## src/dpwp_pkg.sv

```systemverilog
// shared types, constants and register codes for the depth pixel to world point core
package dpwp_pkg;

  localparam int COORD_BITS = 12;
  localparam int PIX_W      = 12;
  localparam logic [PIX_W-1:0] PIX_MASK =
    (COORD_BITS >= PIX_W) ? {PIX_W{1'b1}} : PIX_W'((1 << COORD_BITS) - 1);

  // camera axis datapath widths
  localparam int DU_W       = 18;
  localparam int DD_W       = 35;
  localparam int PP_W       = 48;
  localparam int INV_HALF   = 12;
  localparam int P_W        = PP_W + INV_HALF;
  localparam int CAM_SHIFT  = 20;
  localparam int CAM_W      = 38;
  localparam logic [P_W-1:0] CAM_ROUND = P_W'(1) << (CAM_SHIFT - 1);

  // world axis datapath widths
  localparam int PROD_W      = 54;
  localparam int ACC_W       = 56;
  localparam int ORIGIN_SHIFT = 22;
  localparam int WORLD_SHIFT = 14;
  localparam int SHIFTED_W   = ACC_W - WORLD_SHIFT;
  localparam int WORLD_W     = 32;
  localparam logic [ACC_W-1:0] WORLD_ROUND = ACC_W'(1) << (WORLD_SHIFT - 1);

  localparam int NUM_STAGES = 6;
  localparam int CFG_IDX_W  = 3;
  localparam int CFG_DATA_W = 64;

  typedef enum logic [CFG_IDX_W-1:0] {
    REG_CENTER_COL      = 3'd0,
    REG_CENTER_ROW      = 3'd1,
    REG_INV_FOCAL_COL   = 3'd2,
    REG_INV_FOCAL_ROW   = 3'd3,
    REG_TRANSFORM_ROW_X = 3'd4,
    REG_TRANSFORM_ROW_Y = 3'd5,
    REG_TRANSFORM_ROW_Z = 3'd6
  } cfg_reg_t;

  localparam logic [CFG_DATA_W-1:0] TRANSFORM_X_RESET = 64'd16384;
  localparam logic [CFG_DATA_W-1:0] TRANSFORM_Y_RESET = 64'd1073741824;
  localparam logic [CFG_DATA_W-1:0] TRANSFORM_Z_RESET = 64'd70368744177664;

  typedef struct packed {
    logic [15:0] center_col;
    logic [15:0] center_row;
    logic [23:0] inv_focal_col;
    logic [23:0] inv_focal_row;
    logic [CFG_DATA_W-1:0] transform_row_x;
    logic [CFG_DATA_W-1:0] transform_row_y;
    logic [CFG_DATA_W-1:0] transform_row_z;
  } cfg_t;

  typedef struct packed {
    logic [PIX_W-1:0] pixel_col;
    logic [PIX_W-1:0] pixel_row;
    logic [15:0]      depth_mm;
    logic [7:0]       red_in;
    logic [7:0]       green_in;
    logic [7:0]       blue_in;
  } pixel_word_t;

  typedef struct packed {
    logic                      point_valid;
    logic signed [WORLD_W-1:0] world_x;
    logic signed [WORLD_W-1:0] world_y;
    logic signed [WORLD_W-1:0] world_z;
    logic [7:0]                red_out;
    logic [7:0]                green_out;
    logic [7:0]                blue_out;
  } point_word_t;

  // load enables of three consecutive pipeline stages
  typedef struct packed {
    logic load_a;
    logic load_b;
    logic load_c;
  } stage_en_t;

  // values that ride alongside the arithmetic
  typedef struct packed {
    logic        nonzero;
    logic [15:0] depth;
    logic [7:0]  red;
    logic [7:0]  green;
    logic [7:0]  blue;
  } side_t;

endpackage

```

## src/dpwp_cam_axis.sv

```systemverilog
// three-stage back-projection of one pixel axis, gives the negated camera coordinate in Q.8
module dpwp_cam_axis
  import dpwp_pkg::*;
(
  input  logic                    clk,
  input  stage_en_t               en,
  input  logic [PIX_W-1:0]        pix,
  input  logic [15:0]             center,
  input  logic [23:0]             inv_focal,
  input  logic [15:0]             depth,
  output logic signed [CAM_W-1:0] neg_cam
);

  logic [PIX_W-1:0]        pix_masked;
  logic signed [DU_W-1:0]  du;
  logic signed [DD_W-1:0]  dd;
  logic signed [PP_W-1:0]  prod_lo;
  logic signed [PP_W-1:0]  prod_hi;
  logic signed [P_W-1:0]   p_sum;
  logic signed [CAM_W-1:0] cam_val;

  assign pix_masked = pix & PIX_MASK;
  // Q.4 offset from the principal point
  assign du = $signed({2'b00, pix_masked, 4'b0000}) - $signed({2'b00, center});

  // full Q.28 product, then round half up to Q.8
  assign p_sum   = (P_W'(prod_hi) <<< INV_HALF) + P_W'(prod_lo) + $signed(CAM_ROUND);
  assign cam_val = $signed(p_sum[CAM_W+CAM_SHIFT-1:CAM_SHIFT]);

  always_ff @(posedge clk) begin
    if (en.load_a) begin
      dd <= DD_W'(du) * DD_W'($signed({1'b0, depth}));
    end
    if (en.load_b) begin
      prod_lo <= PP_W'(dd) * PP_W'($signed({1'b0, inv_focal[INV_HALF-1:0]}));
      prod_hi <= PP_W'(dd) * PP_W'($signed({1'b0, inv_focal[2*INV_HALF-1:INV_HALF]}));
    end
    if (en.load_c) begin
      neg_cam <= -cam_val;
    end
  end

endmodule

```

## config.mk

```make
export PLATFORM = sky130hd
export DESIGN_NAME = dpwp_cam_axis
export DESIGN_NICKNAME = d
export VERILOG_FILES = /design/src/dpwp_pkg.sv /design/src/dpwp_cam_axis.sv
export SDC_FILE = /design/constraint.sdc
export NUM_CORES = 2
export LEC_CHECK = 0
export ABC_AREA = 1
export BUFFER_PORTS_ARGS = -buffer_cell sky130_fd_sc_hd__buf_2
export CAP_MARGIN = 10
export CORE_AREA = 2 2 362 364
export CTS_CLUSTER_SIZE = 30
export DETAILED_ROUTE_END_ITERATION = 10
export DIE_AREA = 0 0 364 366
export GPL_TIMING_DRIVEN = 0
export SETUP_SLACK_MARGIN = 0.02
export SLEW_MARGIN = 20
export SYNTH_ARGS = -nofsm -noshare
export SYNTH_HDL_FRONTEND = slang
export SYNTH_SLANG_ARGS = --single-unit
export TNS_END_PERCENT = 10
```

## constraint.sdc

```tcl
create_clock -name clk -period 8.9 [get_ports clk]
set_input_delay 1.78 -clock clk [delete_from_list [all_inputs] [get_ports clk]]
set_output_delay 1.78 -clock clk [all_outputs]
set_load 0.05 [all_outputs]
```

==> flow_summary.toml <==
[outcome]
status = "complete, no violations"

[floorplanning]
fp.dieH_um = 366
initial_core_util_pct = 38.79
coreArea_sq_um = 129000
die_x_um = 364
fp-row-count = 132
io_pins = 110
dieArea_sq_um = 133200

[logic_synthesis]
ys_types = 56
syn-mean-instance-area_sq_um = 7.751
yosys-top-cells-area = "fa_1 40%, inv_1 14%, nand2_1 12%"
netlist.area_leader.share_pct = 39.65
yosys_most_used_dff = "edfxtp_1"
synth_edf_count = 153
syn-cell-area_sq_um = 50040
synthTopCellsByCount = "1912 x inv_1, 1606 x nand2_1, 991 x fa_1"
synth-seq-area-share_pct = 9.182
yosys.area.top_type = "fa_1"
synthArstFlopShare_pct = 0
synthCells = 6456
syn-num-nets = 7906
synth_most_common_cell = "inv_1"
yosys_warnings = 0
ys_ff_latch = 153

[global_routing]
grt_pass1_vias = 41940
grt_pass1_wl_um = 242300
grt_usage_pct = 24.09
grt_start_max_net_pins = 64
grt_antenna_before_repair = 1
grt-ovfl-total = 0

[setup_path]
cpPeakStageDelay_ps = 640
critPathLaunch = "center[0]"
crit_family = "adder cells"
crit_buf_inv = 10
worst-endpoint-arrival_ps = 8840
crit_top_cell = "nand2_2"
cp.required_ps = 9170
critical_path.slowest_cell = "fa_2"
path_max_fanout = 10
r2r-start = "dd[8]$_DFFE_PP_"
end_kind = "flip-flop"
crit_path_start_kind = "primary input"
worst-setup-path-type = "in2reg"

[timing]
setup_viol = 0
finalHoldViolations = 0
fin_crit_sh_pct = 96.30
worst_pin_slew_ps = 1157
rsz0062_at_grt = "yes"
min_period_ps = 8571
finClkSkew_ps = 18.18
drv_slew = 0
slew_headroom_pct = 22.88
fmax_mhz = 116.7

[final_layout]
syn2layout_area_growth_pct = 7.364
fin_area_sq_um = 53720
antenna_cells = 0
drive_gt1_share_pct = 4.378
layout.nets = 8017

[run]
max-cap-violations = 0

[placement]
hpwl_um = 136000
placed_area_sq_um = 52630
gp_congestion = 1.012
portBuffers = 76

[clock_network]
htree_levels = 4
worstSkewPairLatency_ps = 510
clockRootBuffer = "clkbuf_16"
tritoncts = "built"
clk_pin_slew_ps = 80
cts_buffer_depth = 2
cts_made_buffers = 17
cts_sinks = 153

[worst_hold_path]
holdCritStartpoint = "prod_hi[45]$_DFFE_PP_"
hp-class = "reg2reg"

[routing]
antenna_left = 0
wire_per_inst_um = 18.85
first_pass_iters = 6
drc = 0
drt_iter0_drc = 2666
via_per_inst = 4.837
wirelength_um = 156900
vias = 40250
cell usage in the layout, fill, tap and decap left out, drive strengths merged, types with 9 or more instances in the layout:
cell type | synthesis | layout
inv | 1926 | 1933
a31oi | 33 | 33
nand3b | 9 | 9
nor3 | 25 | 25
ha | 387 | 387
a21oi | 198 | 198
nand3 | 105 | 105
nand2 | 1637 | 1637
o21ai | 81 | 81
clkbuf | 188 | 205
o21a | 19 | 19
edfxtp | 153 | 153
xor2 | 101 | 101
nor2 | 396 | 396
buf | 5 | 97
fa | 991 | 991
xnor2 | 67 | 67
or2 | 13 | 13
nand4 | 45 | 45
a21boi | 13 | 13
clkinv | 9 | 10
final timing paths:
| check | endpoint | slack (ps) | cells after the start |
|---|---|---|---|
| max | dd[32]$_DFFE_PP_ | 330 | 38 |
| min | neg_cam[37]$_DFFE_PP_ | 840 | 5 |
| max reg2reg | prod_hi[44]$_DFFE_PP_ | 1900 | 21 |
| min reg2reg | neg_cam[37]$_DFFE_PP_ | 840 | 5 |
cell type report:
type / count / area (sq um)
plain buffers: 191 / 748.2
clock buffers: 17 / 425.4
clock inverters: 14 / 133.9
fillers: 13290 / 75260
inverters: 1935 / 7288
multi-input cells: 4175 / 37800
flip-flops and latches: 153 / 4594
well taps: 1742 / 2180
repair buffers: 94 / 550.5
sequential cells by signal, indices dropped and copies added, names as in the netlist:
signal and cells:
prod_hi 46, neg_cam 38, prod_lo 35, dd 34
metrics by stage:
stage	hold WS, ps	util, %	instances	setup slack [ps]	TNS, ps
2_1_floorplan	570.2	-	6456	268.7	0
3_3_place_gp	862.0	40.78	8274	-1808	-24320
3_5_place_dp	861.2	40.80	8275	-1920	-26170
4_1_cts	868.5	41.39	8309	62.33	0
5_1_grt	922.6	41.65	8321	-62.31	-76.58
6_report	841.4	41.65	8321	329.3	0
tightest hold or removal path, delay by kind of cell (launching register included):
kind                      cells  cell delay [ps]
buffers and inverters         1               60
and+or+nand+nor               2              100
xor gates and xnor gates      2              240
DFF                           1              340
timing repair:
item,CTS,global route
gates resized for setup,38,54
hold buffers,0,0
buffers inserted,4,13
setup endpoints to repair,19,14
pin swaps,4,12
logic make-up (layout without fill, tap and decap cells):
group           Yosys count  count (layout)  synth area share (%)
buf+inv                2128            2251                 15.98
flops                   153             153                 9.182
simple gates           2243            2243                 18.15
xor+xnor                168             168                 2.971
fa+ha+maj              1378            1378                 49.32
compound gates          386             386                 4.396
per-layer routing:
layer	global-route usage [%]	wire, um	up-vias
li1	-	-	18800
met1	29.49	62780	19790
met2	41.72	75900	1336
met3	2.727	9051	324
met4	12.22	9141	0
met5	0	0	-
Power is left out: the tool's default activity adds up to more than one toggle a clock period on the data nets, which glitch-free logic cannot reach.
