## src/dpwp_pkg.sv

```systemverilog
// shared types, constants and register codes for the depth pixel to world point core
package dpwp_pkg;

  localparam int COORD_BITS = 12;
  localparam int PIX_W      = 12;
  localparam logic [PIX_W-1:0] PIX_MASK =
    (COORD_BITS >= PIX_W) ? {PIX_W{1'b1}} : PIX_W'((1 << COORD_BITS) - 1);

  // camera axis datapath widths
  localparam int DU_W       = 18;
  localparam int DD_W       = 35;
  localparam int PP_W       = 48;
  localparam int INV_HALF   = 12;
  localparam int P_W        = PP_W + INV_HALF;
  localparam int CAM_SHIFT  = 20;
  localparam int CAM_W      = 38;
  localparam logic [P_W-1:0] CAM_ROUND = P_W'(1) << (CAM_SHIFT - 1);

  // world axis datapath widths
  localparam int PROD_W      = 54;
  localparam int ACC_W       = 56;
  localparam int ORIGIN_SHIFT = 22;
  localparam int WORLD_SHIFT = 14;
  localparam int SHIFTED_W   = ACC_W - WORLD_SHIFT;
  localparam int WORLD_W     = 32;
  localparam logic [ACC_W-1:0] WORLD_ROUND = ACC_W'(1) << (WORLD_SHIFT - 1);

  localparam int NUM_STAGES = 6;
  localparam int CFG_IDX_W  = 3;
  localparam int CFG_DATA_W = 64;

  typedef enum logic [CFG_IDX_W-1:0] {
    REG_CENTER_COL      = 3'd0,
    REG_CENTER_ROW      = 3'd1,
    REG_INV_FOCAL_COL   = 3'd2,
    REG_INV_FOCAL_ROW   = 3'd3,
    REG_TRANSFORM_ROW_X = 3'd4,
    REG_TRANSFORM_ROW_Y = 3'd5,
    REG_TRANSFORM_ROW_Z = 3'd6
  } cfg_reg_t;

  localparam logic [CFG_DATA_W-1:0] TRANSFORM_X_RESET = 64'd16384;
  localparam logic [CFG_DATA_W-1:0] TRANSFORM_Y_RESET = 64'd1073741824;
  localparam logic [CFG_DATA_W-1:0] TRANSFORM_Z_RESET = 64'd70368744177664;

  typedef struct packed {
    logic [15:0] center_col;
    logic [15:0] center_row;
    logic [23:0] inv_focal_col;
    logic [23:0] inv_focal_row;
    logic [CFG_DATA_W-1:0] transform_row_x;
    logic [CFG_DATA_W-1:0] transform_row_y;
    logic [CFG_DATA_W-1:0] transform_row_z;
  } cfg_t;

  typedef struct packed {
    logic [PIX_W-1:0] pixel_col;
    logic [PIX_W-1:0] pixel_row;
    logic [15:0]      depth_mm;
    logic [7:0]       red_in;
    logic [7:0]       green_in;
    logic [7:0]       blue_in;
  } pixel_word_t;

  typedef struct packed {
    logic                      point_valid;
    logic signed [WORLD_W-1:0] world_x;
    logic signed [WORLD_W-1:0] world_y;
    logic signed [WORLD_W-1:0] world_z;
    logic [7:0]                red_out;
    logic [7:0]                green_out;
    logic [7:0]                blue_out;
  } point_word_t;

  // load enables of three consecutive pipeline stages
  typedef struct packed {
    logic load_a;
    logic load_b;
    logic load_c;
  } stage_en_t;

  // values that ride alongside the arithmetic
  typedef struct packed {
    logic        nonzero;
    logic [15:0] depth;
    logic [7:0]  red;
    logic [7:0]  green;
    logic [7:0]  blue;
  } side_t;

endpackage

```

## src/dpwp_cfg_regs.sv

```systemverilog
// configuration register bank with write channel
module dpwp_cfg_regs
  import dpwp_pkg::*;
(
  input  logic                  clk,
  input  logic                  rst,
  input  logic                  cfg_valid,
  output logic                  cfg_ready,
  input  logic [CFG_IDX_W-1:0]  cfg_index,
  input  logic [CFG_DATA_W-1:0] cfg_data,
  output cfg_t                  cfg
);

  cfg_t regs;

  assign cfg_ready = 1'b1;
  assign cfg       = regs;

  always_ff @(posedge clk) begin
    if (rst) begin
      regs.center_col      <= '0;
      regs.center_row      <= '0;
      regs.inv_focal_col   <= '0;
      regs.inv_focal_row   <= '0;
      regs.transform_row_x <= TRANSFORM_X_RESET;
      regs.transform_row_y <= TRANSFORM_Y_RESET;
      regs.transform_row_z <= TRANSFORM_Z_RESET;
    end else if (cfg_valid) begin
      case (cfg_reg_t'(cfg_index))
        REG_CENTER_COL:      regs.center_col      <= cfg_data[15:0];
        REG_CENTER_ROW:      regs.center_row      <= cfg_data[15:0];
        REG_INV_FOCAL_COL:   regs.inv_focal_col   <= cfg_data[23:0];
        REG_INV_FOCAL_ROW:   regs.inv_focal_row   <= cfg_data[23:0];
        REG_TRANSFORM_ROW_X: regs.transform_row_x <= cfg_data;
        REG_TRANSFORM_ROW_Y: regs.transform_row_y <= cfg_data;
        REG_TRANSFORM_ROW_Z: regs.transform_row_z <= cfg_data;
        default: ;
      endcase
    end
  end

endmodule

```

## config.mk

```make
export PLATFORM = sky130hd
export DESIGN_NAME = dpwp_cfg_regs
export DESIGN_NICKNAME = d
export VERILOG_FILES = /design/src/dpwp_pkg.sv /design/src/dpwp_cfg_regs.sv
export SDC_FILE = /design/constraint.sdc
export NUM_CORES = 1
export LEC_CHECK = 0
export ABC_AREA = 1
export ABC_CLOCK_PERIOD_IN_PS = 2660
export BUFFER_PORTS_ARGS = -buffer_cell sky130_fd_sc_hd__buf_2
export CORE_AREA = 2 2 192 194
export DETAILED_ROUTE_END_ITERATION = 6
export DIE_AREA = 0 0 194 196
export PLACE_DENSITY_LB_ADDON = 0.25
export SYNTH_ARGS = -nofsm -noshare
export SYNTH_HDL_FRONTEND = slang
export SYNTH_SLANG_ARGS = --single-unit
```

## constraint.sdc

```tcl
create_clock -name clk -period 2.66 [get_ports clk]
set_clock_uncertainty 0.05 [all_clocks]
set_input_delay 0 -clock clk [delete_from_list [all_inputs] [get_ports clk]]
set_output_delay 0 -clock clk [all_outputs]
set_load 0.05 [all_outputs]
```

==> run_results.csv <==
group,metric,value,unit
status,outcome,"finished, final reports clean",
timing,period_minus_slack,1.99,ns
timing,rsz0062_at_grt,"no",
floorplan,core_area,36100,um2
clock_tree,worst_setup_hold_path_clk_slew,0.06,ns
route,dr.first_iter.drc_count,611,
layout,layout-area-overhead-vs-synth,35.2,%
yosys,asyncSetResetFlopFracSynth,0,
floorplan,design.die.area,38000,um2
setup_path,regToRegStartpoint,"cfg[46]",
route,drt_total_wl,39300,um
clock_tree,clk-insertion-delay-late,0.51,ns
yosys,synth_cell_type_count,14,
timing,final.setup.tns,0,ns
floorplan,floorplan.die.width,194,um
yosys,netlist_area,10700,um2
yosys,synthesis.area_per_instance,6.88,um2
hold_path,worstHoldPathCells,5,
clock_tree,tritoncts_sinks,272,
clock_tree,cts_tree,"done",
timing,transition_time_at_the_pin_with_the_least_slew_margin,0.885,ns
global_routing,met3_track_utilization_from_global_routing,0.0413,
route,drtPass1Iterations,5,
route,avgViaCountPerCell,4.57,
setup_path,class_of_the_most_critical_setup_path,"in2reg",
timing,max_slew_margin,0.410,
timing,min_period_over_period,0.747,
global_routing,global_route.overflow_total,0,
layout,fin_util,0.401,
setup_path,worstSetupStartpointType,"primary input",
yosys,synth-warning-count,0,
setup_path,end_kind,"flip-flop",
global_routing,antenna_found_initial,1,
hold_path,min_delay_worst_endpoint,"cfg[226]",
global_routing,global_route_hottest_layer,"met2",
yosys,synthesis.instances,1556,
yosys,synth_flop_cell,"sky130_fd_sc_hd__dfxtp_1",
layout,final_nets,1971,
setup_path,rrSetupSlack,1.45,ns
hold_path,hold_start,"cfg_data[10]",
route,route.vias.total,10900,
hold_path,timing.hold.worst.class,"in2reg",
yosys,flip_flop_and_latch_count_after_synthesis,272,
clock_tree,cts.path.max_buffers,3,
route,wire_per_inst,16.4,um
pwr,power_density,724,nW/um2
floorplan,num_rows,70,
timing,slew_violations,0,
place,detailedPlacementHpwl,25200,um
layout,layout-drive-gt1-share,0.225,
layout,largest_register_ffs,272,
setup_path,critPathMaxFanout,114,
place,port-buffer-count,341,
timing,fmax,504,MHz
floorplan,initial_cell_density_of_the_core,0.297,
yosys,post_synthesis_net_count,1626,
setup_path,critPathRequiredTime,3.01,ns
place,routabilityCongestion,0.791,
route,route.detailed.drc,0,
timing,final-hold-violation-count,0,
timing,report.final.setup_viol,0,
yosys,yosysSeqAreaShare,0.508,
floorplan,die_h,196,um
route,antenna_violating_nets_post_route,0,
global_routing,groute.layer.met2.usage,0.330,
setup_path,r2r.worst_path.cells,3,
setup_path,regToRegEndpoint,"cfg[46]",
clock_tree,cts_buffers,34,
pwr,power.static_leakage,7.12,nW
global_routing,grt_start_max_net_pins,115,
run,cap_violations,0,
global_routing,grt_pass1_vias,10400,
clock_tree,htree_num_levels,2,
floorplan,ios,343,
pwr,peakVddDrop,0.437,mV
global_routing,grt.met1_usage,0.251,
yosys,number_of_enable_type_register_cells_in_the_synthesized_netlist,0,
global_routing,grt_usage,0.200,
global_routing,grt_first_pass_wirelength,60000,um
setup_path,critPathArrivalTime,2.34,ns
clock_tree,cts.root.buffer_cell,"sky130_fd_sc_hd__clkbuf_16",
## cell usage in the layout, fill, tap and decap left out, drive strengths merged
cell type,netlist,routed
conb,1,1
nor2,549,549
dlygate4sd3,0,56
clkinv,0,9
clkbuf,34,46
bufinv,0,3
dfxtp,272,272
diode,0,1
inv,71,72
buf,76,363
nand2,278,278
o21ai,3,3
nand3,272,272
## cell type report
class,instances,area [um2]
clock buffers,46,990
fillers,3884,21600
multi-input cells,1103,4550
flip-flops and latches,272,5450
diodes,1,2.50
clock inverters,13,148
well taps,468,586
inverters,71,279
repair buffers,419,2480
## synth_stat cells, types with 2 or more instances
cell type                  instances  area share
sky130_fd_sc_hd__buf_1            19      0.0067
sky130_fd_sc_hd__nand3_1         272        0.13
sky130_fd_sc_hd__buf_2            55       0.026
sky130_fd_sc_hd__o21ai_0           3      0.0014
sky130_fd_sc_hd__nor2_1          540        0.19
sky130_fd_sc_hd__nor2_2            9      0.0053
sky130_fd_sc_hd__inv_1            68       0.024
sky130_fd_sc_hd__clkbuf_1         34       0.012
sky130_fd_sc_hd__inv_2             3      0.0011
sky130_fd_sc_hd__buf_4             2      0.0014
sky130_fd_sc_hd__nand2_1         277       0.097
sky130_fd_sc_hd__dfxtp_1         272        0.51
## metrics by stage
step | cell area, um2 | setup WS (ns) | power, W | hold WS, ns | cells
finish | 14500 | 0.674 | 0.0105 | 0.0315 | 2393
global route | 14500 | 0.617 | 0.0109 | 0.0343 | 2393
CTS | 14500 | 0.820 | 0.0106 | 0.00426 | 2392
detailed placement | 12800 | 1.07 | 0.00582 | 0.189 | 2277
global placement | 12800 | 1.10 | 0.00581 | 0.191 | 2277
floorplan | 10700 | 1.71 | 0.00540 | 0.0762 | 1556
## cell families (layout without fill, tap and decap cells)
group / count (synthesis) / in the layout / share of synthesized area
buffers and inverters: 181 / 549 / 0.0706
AO/OA/AOI/OAI: 3 / 3 / 0.00140
other: 1 / 2 / 0.000350
AND/OR/NAND/NOR: 1099 / 1099 / 0.419
flip-flops: 272 / 272 / 0.508
## metal layers
metal  up-vias  part of all wire
li1       5509                 -
met2       360              0.47
met4         0             0.040
met5         -                 0
met3        93             0.066
met1      4974              0.43
## where the power goes
group	total [W]	switching [W]	internal [W]
Sequential	0.00429	0.0000743	0.00422
Combinational	0.00150	0.00112	0.000378
Clock	0.00470	0.00180	0.00290
## worst max-delay path, stage by stage
cell and delay, ns:
sky130_fd_sc_hd__dlygate4sd3_1 0.55, sky130_fd_sc_hd__buf_2 0.16, sky130_fd_sc_hd__inv_8 0.44, sky130_fd_sc_hd__buf_12 0.34
sky130_fd_sc_hd__nand3_1 0.11, sky130_fd_sc_hd__dlygate4sd3_1 0.57
## worst max-delay path by stage
| stage | start | endpoint | slack [ns] | cells past startpoint |
|---|---|---|---|---|
| after floorplan | cfg[142] | cfg[142] | 1.71 | 2 |
| after global placement | cfg_index[2] | cfg[32] | 1.10 | 6 |
| after detailed placement | cfg_index[2] | cfg[13] | 1.07 | 6 |
| after CTS | rst | cfg[46] | 0.82 | 6 |
| after global routing | rst | cfg[46] | 0.62 | 6 |
| final | rst | cfg[46] | 0.67 | 6 |
## repair_timing
item,CTS,global route
hold buffers,56,0
hold endpoints to repair,181,0
gates resized for setup,0,0
setup buffers,0,0
(Power assumes the default switching activity.)
