--- config.mk ---
export PLATFORM = sky130hd
export DESIGN_NAME = dpwp_world_axis
export DESIGN_NICKNAME = d
export VERILOG_FILES = /design/src/dpwp_pkg.sv /design/src/dpwp_world_axis.sv
export SDC_FILE = /design/constraint.sdc
export NUM_CORES = 2
export LEC_CHECK = 0
export ABC_AREA = 1
export ABC_CLOCK_PERIOD_IN_PS = 7100
export BUFFER_PORTS_ARGS = -buffer_cell sky130_fd_sc_hd__buf_2
export CAP_MARGIN = 20
export CORE_MARGIN = 4
export CORE_UTILIZATION = 36
export DETAILED_ROUTE_END_ITERATION = 6
export SYNTH_ARGS = -nofsm -noshare
export SYNTH_HDL_FRONTEND = slang
export SYNTH_SLANG_ARGS = --single-unit
export TNS_END_PERCENT = 30
--- constraint.sdc ---
create_clock -name clk -period 7.1 [get_ports clk]
set_input_delay 1.065 -clock clk [delete_from_list [all_inputs] [get_ports clk]]
set_output_delay 1.065 -clock clk [all_outputs]
set_load 0.02 [all_outputs]
--- src/dpwp_pkg.sv ---
// shared types, constants and register codes for the depth pixel to world point core
package dpwp_pkg;

  localparam int COORD_BITS = 12;
  localparam int PIX_W      = 12;
  localparam logic [PIX_W-1:0] PIX_MASK =
    (COORD_BITS >= PIX_W) ? {PIX_W{1'b1}} : PIX_W'((1 << COORD_BITS) - 1);

  // camera axis datapath widths
  localparam int DU_W       = 18;
  localparam int DD_W       = 35;
  localparam int PP_W       = 48;
  localparam int INV_HALF   = 12;
  localparam int P_W        = PP_W + INV_HALF;
  localparam int CAM_SHIFT  = 20;
  localparam int CAM_W      = 38;
  localparam logic [P_W-1:0] CAM_ROUND = P_W'(1) << (CAM_SHIFT - 1);

  // world axis datapath widths
  localparam int PROD_W      = 54;
  localparam int ACC_W       = 56;
  localparam int ORIGIN_SHIFT = 22;
  localparam int WORLD_SHIFT = 14;
  localparam int SHIFTED_W   = ACC_W - WORLD_SHIFT;
  localparam int WORLD_W     = 32;
  localparam logic [ACC_W-1:0] WORLD_ROUND = ACC_W'(1) << (WORLD_SHIFT - 1);

  localparam int NUM_STAGES = 6;
  localparam int CFG_IDX_W  = 3;
  localparam int CFG_DATA_W = 64;

  typedef enum logic [CFG_IDX_W-1:0] {
    REG_CENTER_COL      = 3'd0,
    REG_CENTER_ROW      = 3'd1,
    REG_INV_FOCAL_COL   = 3'd2,
    REG_INV_FOCAL_ROW   = 3'd3,
    REG_TRANSFORM_ROW_X = 3'd4,
    REG_TRANSFORM_ROW_Y = 3'd5,
    REG_TRANSFORM_ROW_Z = 3'd6
  } cfg_reg_t;

  localparam logic [CFG_DATA_W-1:0] TRANSFORM_X_RESET = 64'd16384;
  localparam logic [CFG_DATA_W-1:0] TRANSFORM_Y_RESET = 64'd1073741824;
  localparam logic [CFG_DATA_W-1:0] TRANSFORM_Z_RESET = 64'd70368744177664;

  typedef struct packed {
    logic [15:0] center_col;
    logic [15:0] center_row;
    logic [23:0] inv_focal_col;
    logic [23:0] inv_focal_row;
    logic [CFG_DATA_W-1:0] transform_row_x;
    logic [CFG_DATA_W-1:0] transform_row_y;
    logic [CFG_DATA_W-1:0] transform_row_z;
  } cfg_t;

  typedef struct packed {
    logic [PIX_W-1:0] pixel_col;
    logic [PIX_W-1:0] pixel_row;
    logic [15:0]      depth_mm;
    logic [7:0]       red_in;
    logic [7:0]       green_in;
    logic [7:0]       blue_in;
  } pixel_word_t;

  typedef struct packed {
    logic                      point_valid;
    logic signed [WORLD_W-1:0] world_x;
    logic signed [WORLD_W-1:0] world_y;
    logic signed [WORLD_W-1:0] world_z;
    logic [7:0]                red_out;
    logic [7:0]                green_out;
    logic [7:0]                blue_out;
  } point_word_t;

  // load enables of three consecutive pipeline stages
  typedef struct packed {
    logic load_a;
    logic load_b;
    logic load_c;
  } stage_en_t;

  // values that ride alongside the arithmetic
  typedef struct packed {
    logic        nonzero;
    logic [15:0] depth;
    logic [7:0]  red;
    logic [7:0]  green;
    logic [7:0]  blue;
  } side_t;

endpackage

--- src/dpwp_world_axis.sv ---
// three-stage basis row product, origin add, rounding and saturation for one world axis
module dpwp_world_axis
  import dpwp_pkg::*;
(
  input  logic                      clk,
  input  stage_en_t                 en,
  input  logic [CFG_DATA_W-1:0]     row,
  input  logic [15:0]               depth,
  input  logic signed [CAM_W-1:0]   neg_x,
  input  logic signed [CAM_W-1:0]   neg_y,
  output logic signed [WORLD_W-1:0] world
);

  logic signed [15:0]          b0;
  logic signed [15:0]          b1;
  logic signed [15:0]          b2;
  logic signed [15:0]          origin;
  logic signed [PROD_W-1:0]    prod_z;
  logic signed [PROD_W-1:0]    prod_nx;
  logic signed [PROD_W-1:0]    prod_ny;
  logic signed [ACC_W-1:0]     acc;
  logic signed [SHIFTED_W-1:0] shifted;
  logic signed [WORLD_W-1:0]   sat;

  assign b0     = $signed(row[15:0]);
  assign b1     = $signed(row[31:16]);
  assign b2     = $signed(row[47:32]);
  assign origin = $signed(row[63:48]);

  // floor shift of the rounded Q.22 sum down to Q.8
  assign shifted = $signed(acc[ACC_W-1:WORLD_SHIFT]);

  always_comb begin
    if (shifted[SHIFTED_W-1:WORLD_W-1] == {(SHIFTED_W-WORLD_W+1){shifted[WORLD_W-1]}}) begin
      sat = shifted[WORLD_W-1:0];
    end else if (shifted[SHIFTED_W-1]) begin
      sat = {1'b1, {(WORLD_W-1){1'b0}}};
    end else begin
      sat = {1'b0, {(WORLD_W-1){1'b1}}};
    end
  end

  always_ff @(posedge clk) begin
    if (en.load_a) begin
      // camera z is the depth in Q.8
      prod_z  <= PROD_W'($signed({1'b0, depth, 8'h00})) * PROD_W'(b0);
      prod_nx <= PROD_W'(neg_x) * PROD_W'(b1);
      prod_ny <= PROD_W'(neg_y) * PROD_W'(b2);
    end
    if (en.load_b) begin
      acc <= ACC_W'(prod_z) + ACC_W'(prod_nx) + ACC_W'(prod_ny)
           + (ACC_W'(origin) <<< ORIGIN_SHIFT) + $signed(WORLD_ROUND);
    end
    if (en.load_c) begin
      world <= sat;
    end
  end

endmodule

==> results by group <==
Yosys
  – XOR/XNOR Fraction of Synth Area: 1.578%
  – Largest cells by area after synthesis: fa_1 42%, inv_1 14%, nand2_1 13%
  – Post-synthesis compound-gate area fraction: 3.567%
  – Avg Cell Area, Syn: 7.785 µm²
  – Post-Syn Instances: 8628
  – Yosys top cell area share: 42.11%
  – Post-Synth Simple-Gate Area: 18.64%
  – Mapped Area: 0.06717 mm²
  – Prevailing post-synth register cell: edfxtp_1
  – Seq/Total Area, Yosys: 9.611%
  – Yosys reg bits: 215
  – Adder-cell share of the synthesized area: 50.55%
  – Syn_nets: 10650
  – Area leader, netlist: fa_1
  – Synth cell types: 46
  – Ys Warns: 0
  – Number of synthesized flops with an enable pin: 215
  – Mux contribution to synthesized area: 0%
  – Async SR Flop Fraction: 0%
  – Largest family of logic cells by synthesized area: adder cells

CTS
  – Clock root buffer: clkbuf_16
  – Post-cts resize count: 0
  – H-tree Lvls: 1
  – Post-CTS Setup Repair Bufs: 0
  – Worst-path clk slew: 60 ps
  – Clock Sinks: 215
  – CTS Buffer Depth: 3
  – CTS tree: done
  – Clk_lat worst skew: 580 ps
  – CTS hold repair buffers: 0
  – CTS buffer count: 27

Route
  – Post-Route WL: 199500 µm
  – Vias: 53550
  – First DRT Iteration DRCs: 3425
  – ANT nets after route: 0
  – DR DRC count: 0
  – Vias/cell: 4.730
  – First-pass DRT Iterations: 6
  – DR WL/cell: 17.63 µm

Finish
  – Post-Layout Cell Count: 11320
  – Fraction of layout cells with a size suffix above 1: 7.355%
  – Most common cell after layout, fill and taps aside: inv_1
  – Design area: 0.07345 mm²
  – Post-layout util: 39.61%
  – Highest-count cells in the layout ignoring fill and taps: 2543 x inv_1, 2352 x nand2_1, 1413 x fa_1
  – Final #Nets: 10840
  – Synthesis-to-finish area growth: 9.345%

Status
  – Status: complete, no violations

Floorplan
  – Initial cell density of the core: 36.23%
  – Std-Cell Rows: 158
  – Core ar.: 0.1854 mm²
  – Die height: 440.0 µm
  – Die area: 0.1936 mm²
  – Width of the die: 440.0 µm
  – # IOs: 192

STA
  – Least-Margin Pin Slew: 948.8 ps
  – Final setup violation count: 0
  – Setup Skew: 32.97 ps
  – Period Utilization, post-route: 93.44%
  – Final min period: 6634 ps
  – Final hold viol count: 0
  – Max-slew headroom: 36.74%
  – RSZ-0062 raised after global routing: no
  – Hold Slack: 520.8 ps
  – FMAX: 150.7 MHz
  – Slew Limit Fails: 0

Worst setup path
  – Crit-path max FO: 26
  – CP top delay family: adder cells
  – Largest stage delay on the critical path: 570 ps
  – WP data arrival: 6940 ps
  – CP startpoint kind: primary input
  – WP depth: 23
  – Worst Setup End Kind: register
  – Crit path cell chain: buf_2 -> buf_4 -> nand2_1 -> fa_1 -> inv_1 -> fa_1 -> fa_1 -> fa_1 -> fa_1 -> inv_1 -> fa_1 -> inv_1 -> ha_1 -> nand2_1 -> buf_4 -> nor2_1 -> inv_1 -> nor3_1 -> nand3_1 -> inv_1 -> nand3_1 -> nand4_1 -> nand2_1
  – CP most frequent cell: fa_1
  – CP max-delay cell: fa_1
  – Worst endpoint required time: 7410 ps
  – R2R cell count: 11
  – Worst Path Buf+Inv: 8
  – Worst Setup Path Type: in2reg

Hold path
  – Hold Path Class: reg2reg
  – Hold Path Stages: 2

GRT
  – GRT overflow: 0
  – Initial antenna violation count: 7
  – Largest net degree at the start of global routing: 84
  – Met1 GRT Util: 29.53%
  – GR Layer Usage met2: 35.71%
  – Gr usage total: 21.06%
  – Vias in the first global route: 57720
  – GR peak layer: met2
  – M3 GR Usage: 1.706%
  – Global-route wire length before repair: 322000 µm

Placement
  – Final GP Congestion: 0.9926
  – Placed Area: 0.07254 mm²
  – # port buffers: 191
  – DP Cell Count: 11270
  – Post-DP HPWL: 173200 µm

Flow run
  – Max-Cap Viols: 0
==> synthesized netlist by cell type (43+ instances only) <==
cell / count
nand3_1: 160
fa_1: 1413
nand2_2: 43
o21ai_0: 144
a21oi_1: 218
xor2_1: 80
nor2_1: 396
nand2_1: 2352
edfxtp_1: 215
clkbuf_1: 287
ha_1: 453
inv_1: 2543
nand4_1: 68
==> worst reg2reg max path, cell delays in order (launching register included) <==
cell and delay (ps):
edfxtp_1 950, fa_1 580, fa_1 430, ha_1 450, inv_1 210, o21ai_0 210
a21oi_1 250, o21ai_0 110, a21oi_1 470, nand3_1 140, nand2_1 80, nand2_1 50
==> layout make-up <==
type | instances | area, µm²
fillers | 19300 | 112000
multi-input cells | 5547 | 49950
well taps | 2480 | 3103
diodes | 4 | 10.01
clock inverters | 16 | 178.9
flip-flops and latches | 215 | 6456
inverters | 2545 | 9553
repair buffers | 480 | 3502
clock buffers | 34 | 701.9
==> worst paths after layout <==
check / from / end / slack, ps
setup / recovery: row[26] / prod_nx[46] / 470
hold / removal: acc[31] / world[17] / 520
setup reg to reg: prod_z[40] / acc[52] / 2890
hold reg to reg: acc[31] / world[17] / 520
==> flip-flops by register name (all words and copies together), names as in the netlist <==
register,cells
prod_ny,54
acc,42
prod_z,33
world,32
prod_nx,54
==> stage by stage <==
step / setup slack [ps] / setup TNS, ps
3_3_place_gp: -158.3 / -419.0
3_5_place_dp: -122.1 / -481.8
4_1_cts: 477.9 / 0
5_1_grt: 154.7 / 0
2_1_floorplan: 766.1 / 0
6_report: 465.8 / 0
==> per-layer routing <==
| metal | part of all wire [%] | vias up | wire length (µm) |
|---|---|---|---|
| met3 | 4.8 | 234 | 9503 |
| li1 | - | 24980 | - |
| met1 | 45 | 26820 | 89750 |
| met2 | 48 | 1514 | 95310 |
| met5 | 0.0065 | - | 13 |
| met4 | 2.5 | 2 | 4962 |
==> logic make-up (layout without fill, tap and decap cells) <==
| logic type | count (synthesis) | count (layout) |
|---|---|---|
| flip-flops | 215 | 215 |
| AND/OR/NAND/NOR | 3123 | 3123 |
| adder cells (fa/ha/maj) | 1866 | 1866 |
| XOR/XNOR | 121 | 121 |
| AO/OA/AOI/OAI | 437 | 437 |
| buffers and inverters | 2866 | 3075 |
| other | 0 | 4 |
Power is not shown: default switching activity piles up to over one toggle a cycle in this logic, so the estimate is an artifact.
